===== config.mk =====
export PLATFORM = sky130hd
export DESIGN_NAME = rbp_word_alu
export DESIGN_NICKNAME = d
export VERILOG_FILES = /design/src/hw/rtl/rbp_pkg.sv /design/src/hw/rtl/rbp_word_alu.sv
export SDC_FILE = /design/constraint.sdc
export NUM_CORES = 1
export LEC_CHECK = 0
export ABC_CLOCK_PERIOD_IN_PS = 6150
export BUFFER_PORTS_ARGS = -buffer_cell sky130_fd_sc_hd__buf_2
export CORE_MARGIN = 8
export CORE_UTILIZATION = 47
export DETAILED_ROUTE_END_ITERATION = 10
export GPL_TIMING_DRIVEN = 0
export PLACE_DENSITY = 0.9
export SYNTH_ARGS = -nofsm -noshare
export SYNTH_HDL_FRONTEND = slang
export SYNTH_SLANG_ARGS = --single-unit

===== constraint.sdc =====
create_clock -name vclk -period 6.15
set_clock_uncertainty 0.1 [all_clocks]
set_input_delay 0.3075 -clock vclk [all_inputs]
set_output_delay 0.3075 -clock vclk [all_outputs]
set_load 0.1 [all_outputs]

===== src/hw/rtl/rbp_pkg.sv =====
// Shared types, codes and word helpers for the range bitmap unit.
package rbp_pkg;

   localparam int MAX_OBJECTS_DEF = 65536;
   localparam int POS_W           = 16;
   localparam int CNT_W           = 17;
   localparam int CMD_W           = 3;
   localparam int WIDX_W          = POS_W - 5;
   localparam int BIT_W           = 6;

   typedef enum logic [CMD_W-1:0] {
      CMD_FILL  = 3'd0,
      CMD_SET   = 3'd1,
      CMD_CLEAR = 3'd2,
      CMD_COUNT = 3'd3,
      CMD_EMPTY = 3'd4,
      CMD_FULL  = 3'd5
   } cmd_type;

   typedef struct packed {
      logic [CMD_W-1:0] command;
      logic [POS_W-1:0] range_first;
      logic [POS_W-1:0] range_last;
      logic             fill_value;
   } req_type;

   typedef struct packed {
      logic [CNT_W-1:0] ones_count;
      logic             answer_flag;
      logic             range_error;
   } rsp_type;

   // word unit control: where the word sits and what to do to it
   typedef struct packed {
      logic [CMD_W-1:0]  op;
      logic [WIDX_W-1:0] word_idx;
      logic [POS_W-1:0]  first;
      logic [POS_W-1:0]  last;
   } alu_ctl_type;

   typedef struct packed {
      logic [31:0]      new_word;
      logic [BIT_W-1:0] hit_count;
      logic [BIT_W-1:0] mask_count;
      logic             all_zero;
      logic             all_one;
   } alu_res_type;

   function automatic logic [BIT_W-1:0] popcount32(input logic [31:0] v);
      logic [BIT_W-1:0] c;
      c = '0;
      for (int i = 0; i < 32; i++) begin
         c = c + BIT_W'(v[i]);
      end
      return c;
   endfunction

   // word contents after a fill of cnt positions; w is the word index
   function automatic logic [31:0] fill_word(input logic [CNT_W-6:0] w,
                                             input logic [CNT_W-1:0] cnt);
      logic [31:0] r;
      if (w < cnt[CNT_W-1:5]) begin
         r = 32'hFFFF_FFFF;
      end else if (w == cnt[CNT_W-1:5]) begin
         r = ~(32'hFFFF_FFFF << cnt[4:0]);
      end else begin
         r = '0;
      end
      return r;
   endfunction

endpackage


===== src/hw/rtl/rbp_word_alu.sv =====
// Per-word range unit: mask, masked popcount, tests and updated word.
module rbp_word_alu (
   input  rbp_pkg::alu_ctl_type ctl,
   input  logic [31:0]          old_word,
   output rbp_pkg::alu_res_type res
);
   import rbp_pkg::*;

   logic [4:0]  lo;
   logic [4:0]  hi;
   logic [31:0] mask;
   logic [31:0] masked;

   always_comb begin
      lo     = (ctl.word_idx == ctl.first[POS_W-1:5]) ? ctl.first[4:0] : 5'd0;
      hi     = (ctl.word_idx == ctl.last[POS_W-1:5]) ? ctl.last[4:0] : 5'd31;
      mask   = (32'hFFFF_FFFF >> (5'd31 - hi)) & (32'hFFFF_FFFF << lo);
      masked = old_word & mask;

      res.hit_count  = popcount32(masked);
      res.mask_count = BIT_W'({1'b0, hi}) - BIT_W'({1'b0, lo}) + BIT_W'(1);
      res.all_zero   = (masked == '0);
      res.all_one    = (masked == mask);

      case (ctl.op)
         CMD_SET:   res.new_word = old_word | mask;
         CMD_CLEAR: res.new_word = old_word & ~mask;
         default:   res.new_word = old_word;
      endcase
   end

endmodule


After elaboration in Yosys (flattened, before gate mapping)
Index checks and enable logic that the tools add are counted.

word-level totals
  input bits = 78
  logic and storage cells = 50
  output and inout port bits = 46
  bits in registers = 0

operators by class
  equality and inequality tests = 5
  add/sub/neg operators = 34
  bitwise gates (word level) = 5
  reduce and logical (&&, ||, !) cells = 1
  muxes and demuxes = 3
  shift-type cells = 2

operators with widths
  cell                     count
  $add A6 B1 Y6            26
  $and A32 B32 Y32         3
  $pmux W32 S2             1
  $eq A32 B32 Y1           1
  $logic_not A32 Y1        1
  $not A32 Y32             1
  $or A32 B32 Y32          1
  $shl A32 B5 Y32 const A  1
  $shr A32 B5 Y32 const A  1
  $eq A11 B11 Y1           2
  $mux W5                  2
  $add A5 B1 Y6            1
  $add A6 B1 Y6 const B    1
  $sub A5 B5 Y6            1
  $add A4 B1 Y5            1
  $sub A5 B5 Y5 const A    1
  $add A3 B1 Y4            1
  $add A2 B1 Y3            1
  $eq A3 B1 Y1 const B     1
  $eq A3 B2 Y1 const B     1
  $add A1 B1 Y2            1

Longest topological paths before layout
Gate-level depths: netlist (run 1).

  depth after elaboration = 37
  gate-level depth with buffers = 24
  mapped depth without buffers = 23

Worst setup path after synthesis (run 1)
No wires, ideal clock.

  path kind = input port to output port
  from = in ctl[15] (netlist name)
  to = out res[12] (netlist name)
  cell stages on the path = 23
  data required time = 5742 ps
  slack = -1231 ps
  arrival time = 6973 ps
  path buffers = 1
  cells stage by stage = xor2_1 -> nor4_1 -> and3_1 -> clkbuf_1 -> nand2_1 -> nor2_1 -> a21oi_1 -> nand2_1 -> inv_1 -> fa_1 -> inv_1 -> fa_1 -> inv_1 -> fa_1 -> fa_1 -> fa_1 -> inv_1 -> fa_1 -> fa_1 -> inv_1 -> a21o_1 -> a21oi_1 -> xnor2_1

RTL lines
  item             line               text
  start, declared  rbp_word_alu.sv:3  input rbp_pkg::alu_ctl_type ctl,
  end, declared    rbp_word_alu.sv:5  output rbp_pkg::alu_res_type res

==> metrics.md, run 1 <==
| Metric | Value |
|---|---|
| Hold Startpoint | `old_word[22]` |
| Pwr per Cell Area | `719.8 nW/um^2` |
| Clkbuf count | `0` |
| I/O Buffers | `122` |
| Initial core utilization | `47.81%` |
| Die area | `9155 sq um` |
| Ant diodes | `0` |
| P&R area growth vs syn | `57.95%` |
| Max-slew headroom | `38.18%` |
| Row cnt | `29` |
| First-pass iteration count of the detailed router | `10` |
| IO Pins | `124` |
| RSZ-0062 raised after global routing | `true` |
| Post-synth top area cell | `fa_1` |
| Final worst path period need | `6.685 ns` |
| Vias in the first global route | `4876` |
| Layout cells sized above 1 | `42.07%` |
| Dpl hpwl | `12200 um` |
| Crit Path Max Fanout | `9` |
| Filler cell count in the final layout | `483` |
| CP Class | `in -> out` |
| Tcrit/Tclk final | `108.7%` |
| Synth Area in Adders | `23.90%` |
| Combinational family with the most area after synthesis | `compound AO/OA/AOI/OAI gates` |
| Drt wl/cell | `25.76 um` |
| Vias | `4777` |
| Num sequential | `0` |
| Hold Path Class | `in -> out` |
| Sequential fraction of the synthesis area | `0%` |
| Vias/cell | `6.873` |
| Pwr Total | `0.003393 W` |
| Post-synth net total | `560` |
| Average cell area after synthesis | `6.782 sq um` |
| Dpl ws | `-0.9989 ns` |
| Finish-stage setup viols | `6` |
| Arr. time, crit path | `6.28 ns` |
| Hold Fails Final Rpt | `0` |
| MaxCap Viol Count | `0` |
| Sequential Area | `0 sq um` |
| Iter 0 DRT Violations | `616` |
| Synth cell types | `52` |
| Synth Area in XOR/XNOR | `8.218%` |
| First-pass GRT wire length | `26950 um` |
| Status | `finished, violations left` |
| Combinational share of power | `100.0%` |
| Gr usage total | `38.89%` |
| Post-Layout Cell Count | `695` |
| Largest cells by area after synthesis | `fa_1 17%, o21ai_0 11%, inv_1 8.4%` |
| Maximum VDD drop | `1.367 mV` |
| Achievable Freq | `0.1496 GHz` |
| Violated checks | `setup timing` |
| Hold path cells | `4` |
| Syn Inst Count | `440` |
| Post-route antenna net violation count | `0` |
| Largest net degree at the start of global routing | `11` |
| Die Span Y | `95.68 um` |
| Core Area | `6241 sq um` |
| Grt ovf | `0` |
| Internal power | `0.001296 W` |
| Reg power frac | `0%` |
| CTS Hold Buffers Added | `0` |
| Max-slew violations | `0` |
| Yosys top cell area share | `16.77%` |
| Fin nets | `740` |
| Post-synthesis mux area share | `0%` |
| Synth Area in Simple Gates | `18.66%` |
| Routability cong. | `0.9749` |
| Synthesized area | `2984 sq um` |
| Setup WS post-layout | `-0.5346 ns` |
| DRC Markers | `0` |
| Routed wire length | `17900 um` |
| Sw Ratio | `61.80%` |
| Dpl cells | `639` |
| Initial antenna violation count | `0` |
| Critical Path Sink Type | `primary output` |
| Clk network pwr share | `0%` |
| Post-synthesis compound-gate area fraction | `37.36%` |
| Data required, critical path | `5.74 ns` |
| Leakage | `2.247 nW` |
| Startpoint class of the critical path | `input port` |
| Ys Warns | `0` |
| Hold path endpoint | `res[36]` |
| Die X | `95.68 um` |
| Setup_tns | `-2.621 ns` |
| NetSw | `0.002096 W` |
| Slew @ Worst Pin | `0.9253 ns` |
cell type report:
type | count | area (sq um) | area share [%]
plain buffers | 24 | 167.7 | 3.557
well taps | 77 | 96.34 | 2.044
repair buffers | 178 | 1145 | 24.29
multi-input cells | 347 | 3039 | 64.48
inverters | 69 | 265.3 | 5.628
timing repair:
item	in CTS	in global routing
gates resized for setup	80	28
hold endpoints to repair	0	0
pin swaps	23	10
setup endpoints to repair	6	7
setup buffers	51	5
logic make-up after synthesis:
logic type	count (synthesis)
compound gates	169
simple gates	108
buf+inv	93
fa+ha+maj	42
xor+xnor	28
routing by layer:
| metal | wire, um | track usage [%] |
|---|---|---|
| met1 | 5813 | 43.06 |
| met2 | 7979 | 62.91 |
| met3 | 2406 | 11.42 |
| met4 | 1704 | 27.14 |
| met5 | 0 | 0 |
worst max path at each step:
stage	depth (start not counted)	start	slack (ns)	endpoint
3_3_place_gp	24	ctl[39]	-0.83	res[12]
4_1_cts	27	ctl[15]	-0.20	res[12]
2_1_floorplan	24	ctl[5]	-0.18	res[12]
6_report	24	ctl[15]	-0.53	res[13]
5_1_grt	27	ctl[15]	-0.60	res[11]
3_5_place_dp	24	ctl[41]	-1.0	res[13]
synth_stat cells, drive strengths merged, types with 7 or more instances:
master and count:
a21oi 18, a22o 7, clkbuf 19, fa 25, ha 17, inv 69, nand2 30, nor2 27
nor4 7, o21ai 63, o221ai 15, o22ai 15, xnor2 16, xor2 12
layout by cell type, fill, tap and decap left out, types with 4 or more instances in the layout:
master | netlist | final
a21o_1 | 6 | 6
a21oi_1 | 18 | 13
a221oi_1 | 5 | 5
a22o_1 | 7 | 6
and3_1 | 5 | 4
and4_1 | 4 | 4
buf_12 | 0 | 6
buf_2 | 4 | 115
buf_4 | 0 | 54
buf_6 | 0 | 6
clkbuf_1 | 19 | 13
fa_1 | 25 | 17
fa_2 | 0 | 8
ha_1 | 17 | 15
inv_1 | 67 | 57
inv_2 | 2 | 10
nand2_1 | 30 | 27
nand4_1 | 4 | 4
nor2_1 | 27 | 25
o2111ai_1 | 5 | 5
o21a_1 | 5 | 4
o21ai_0 | 63 | 61
o221ai_1 | 15 | 10
o22ai_1 | 15 | 15
o2bb2ai_1 | 5 | 4
or2_2 | 4 | 4
xnor2_1 | 16 | 7
xnor2_2 | 0 | 5
xnor2_4 | 0 | 4
xor2_1 | 12 | 11
power groups by stage:
stage / Clock (W) / Sequential [W] / Combinational, W
4_1_cts: 0 / 0 / 0.00300
6_report: 0 / 0 / 0.00339
3_3_place_gp: 0 / 0 / 0.00227
2_1_floorplan: 0 / 0 / 0.00201
3_5_place_dp: 0 / 0 / 0.00233
5_1_grt: 0 / 0 / 0.00349
worst max-delay path, stage by stage:
cell and delay, ns:
buf_6 0.10, xor2_2 0.17, nor4_2 0.31, buf_4 0.18, and3_4 0.23, inv_4 0.08
o221ai_4 0.23, inv_1 0.12, fa_1 0.54, inv_1 0.07, fa_1 0.40, inv_2 0.08
fa_2 0.49, fa_2 0.50, fa_1 0.59, inv_2 0.05, fa_1 0.58, inv_1 0.07
ha_1 0.26, a21o_1 0.22, a21oi_4 0.22, nor2b_2 0.08, o21a_4 0.21, buf_12 0.16
stage by stage:
stage	area, sq um	util [%]	hold WS, ns
after floorplan	3112	-	0.8867
after global placement	3819	61.19	1.037
after detailed placement	3819	61.19	1.047
after CTS	4561	73.08	1.048
after global routing	4713	75.52	1.067
final	4713	75.52	1.048
(Power assumes the default switching activity.)
==> run 2: changes to the inputs <==
--- a/config.mk
+++ b/config.mk
@@ -5,13 +5,14 @@
 export SDC_FILE = /design/constraint.sdc
 export NUM_CORES = 1
 export LEC_CHECK = 0
+export ABC_AREA = 1
 export ABC_CLOCK_PERIOD_IN_PS = 6150
 export BUFFER_PORTS_ARGS = -buffer_cell sky130_fd_sc_hd__buf_2
 export CORE_MARGIN = 8
-export CORE_UTILIZATION = 47
+export CORE_UTILIZATION = 48
 export DETAILED_ROUTE_END_ITERATION = 10
 export GPL_TIMING_DRIVEN = 0
-export PLACE_DENSITY = 0.9
+export PLACE_DENSITY = 0.89
 export SYNTH_ARGS = -nofsm -noshare
 export SYNTH_HDL_FRONTEND = slang
 export SYNTH_SLANG_ARGS = --single-unit
==> run 2 against run 1 <==
Against the previous run:
- the run still ends with setup timing left
- routed wire length down 20%
- synthesized area up 16%
- critical path depth up 4
- clock-buffer cell count unchanged
- setup slack better by 0.25 ns
- critical path type unchanged
- critical endpoint is now res[12]
- largest cell class unchanged
==> metrics.md, run 2 <==
| Metric | Value |
|---|---|
| Most common cell after layout, fill and taps aside | `nand2_1` |
| Clkbuf count | `0` |
| Achievable Freq | `0.1554 GHz` |
| Arr. time, crit path | `6.03 ns` |
| Max-slew violations | `0` |
| Ys Warns | `0` |
| First-pass iteration count of the detailed router | `6` |
| Post-route antenna net violation count | `0` |
| Most frequent cells in the layout | `146 x nand2_1, 106 x buf_2, 101 x inv_1` |
| DRC Markers | `0` |
| Synthesized area | `3468 sq um` |
| Pwr per Cell Area | `551.6 nW/um^2` |
| CTS Hold Buffers Added | `0` |
| Post-synth top area cell | `nand2_1` |
| Initial antenna violation count | `0` |
| Layout cells sized above 1 | `36.57%` |
| Final worst path period need | `6.434 ns` |
| Synth cell types | `39` |
| MaxCap Viol Count | `0` |
| Gr usage total | `25.64%` |
| Dpl hpwl | `11060 um` |
| Die X | `101.0 um` |
| Row cnt | `31` |
| I/O Buffers | `121` |
| Vias | `4903` |
| Final Cell Area | `5087 sq um` |
| Fin nets | `904` |
| Leakage | `3.044 nW` |
| Status | `finished, violations left` |
| IO Pins | `124` |
| Top cell by count, worst path | `fa_1` |
| Slew @ Worst Pin | `0.7391 ns` |
| Crit Path Max Fanout | `8` |
| Initial core utilization | `48.60%` |
| Hold Path Class | `in -> out` |
| Pwr Total | `0.002806 W` |
| Most frequent cells after synthesis | `166 x nand2_1, 123 x inv_1, 70 x o21ai_0` |
| Average cell area after synthesis | `5.603 sq um` |
| Dpl cells | `839` |
| Setup WS post-layout | `-0.2843 ns` |
| Core Area | `7137 sq um` |
| Post-Layout Cell Count | `881` |
| Maximum VDD drop | `1.308 mV` |
| Die Span Y | `101.0 um` |
| Worst hold slack | `1.032 ns` |
| CP Buf/Inv Count | `9` |
| Data required, critical path | `5.74 ns` |
| CP Class | `in -> out` |
| Routed wire length | `14370 um` |
| Finish-stage setup viols | `5` |
| P&R area growth vs syn | `46.68%` |
| Top delay family on crit path | `adder cells` |
| Syn Inst Count | `619` |
| Slowest stage cell, crit path | `fa_2` |
| Filler cell count in the final layout | `623` |
| Setup_tns | `-0.8893 ns` |
| Startpoint class of the critical path | `input port` |
| Vias in the first global route | `4760` |
| Post-synth net total | `739` |
| Sequential Area | `0 sq um` |
| Tcrit/Tclk final | `104.6%` |
| Post-Place Cell Area | `4259 sq um` |
| Grt ovf | `0` |
| Iter 0 DRT Violations | `496` |
| Drt wl/cell | `16.31 um` |
| CP peak stage delay | `0.58 ns` |
| RSZ-0062 raised after global routing | `true` |
| Die area | `10200 sq um` |
| Yosys top cell area share | `17.97%` |
| Num sequential | `0` |
| Sequential fraction of the synthesis area | `0%` |
| Max-slew headroom | `50.08%` |
| Ant diodes | `0` |
| First-pass GRT wire length | `21460 um` |
| Largest cells by area after synthesis | `nand2_1 18%, fa_1 14%, inv_1 13%` |
| Violated checks | `setup timing` |
| Top-count cell post-synth | `nand2_1` |
| Vias/cell | `5.565` |
| Largest net degree at the start of global routing | `11` |
| Hold Fails Final Rpt | `0` |
| Critical Path Sink Type | `primary output` |
| Routability cong. | `0.9651` |
-- run 2: changes by cell type in the layout (fill, tap and decap cells not counted), sizes merged, moves of 10 or more --
cell	before	now
nor2	27	59
buf	183	165
o21ai	63	73
inv	68	135
nand3	5	53
nand2	30	176
nand4	4	27
o221ai	15	0
o22ai	15	0
a21oi	18	5
-- run 2: kinds of logic after synthesis --
| logic type | share of synthesized area (%) |
|---|---|
| compound gates | 15.15 |
| xor+xnor | 2.525 |
| fa+ha+maj | 20.56 |
| simple gates | 44.77 |
| buf+inv | 16.99 |
-- run 2: final timing paths --
path,startpoint,to,depth (start not counted)
setup / recovery,ctl[27],res[12],28
hold / removal,old_word[0],res[14],4
-- run 2: metal layers --
metal / global-route usage [%] / share of wire (%)
met4: 9.622 / 4.8
met2: 44.52 / 46
met5: 0 / 0
met3: 4.834 / 10
met1: 30.38 / 38
-- run 2: area by class of cell --
class	count	area [sq um]	share of cell area (%)
plain buffers	14	98.84	1.943
inverters	137	541.8	10.65
multi-input cells	470	3251	63.90
well taps	99	123.9	2.435
repair buffers	161	1072	21.08
-- run 2: power breakdown --
group / switching [W] / internal (W)
clock: 0 / 0
sequential: 0 / 0
combinational: 0.00189 / 0.000919
total: 0.00189 / 0.000919
-- run 2: what timing repair did --
action                                 CTS  global route
pin swaps                               24            34
setup endpoints to repair                5             5
gates cloned                             1             3
resized for setup                       69            76
endpoints found under the hold margin    0             0
buffers inserted                        16            23
-- run 2: per-stage QoR --
stage          utilization (%)  setup slack (ns)
2_1_floorplan                -           -0.1310
3_3_place_gp             59.68           -0.6225
3_5_place_dp             59.68           -0.7712
4_1_cts                  65.18           -0.1458
5_1_grt                  71.28           -0.4623
6_report                 71.28           -0.2843
-- run 2: worst min-delay path: stages --
cell and delay, ns:
buf_2 0.10, o21ai_0 0.06, o21ai_0 0.07, buf_2 0.29
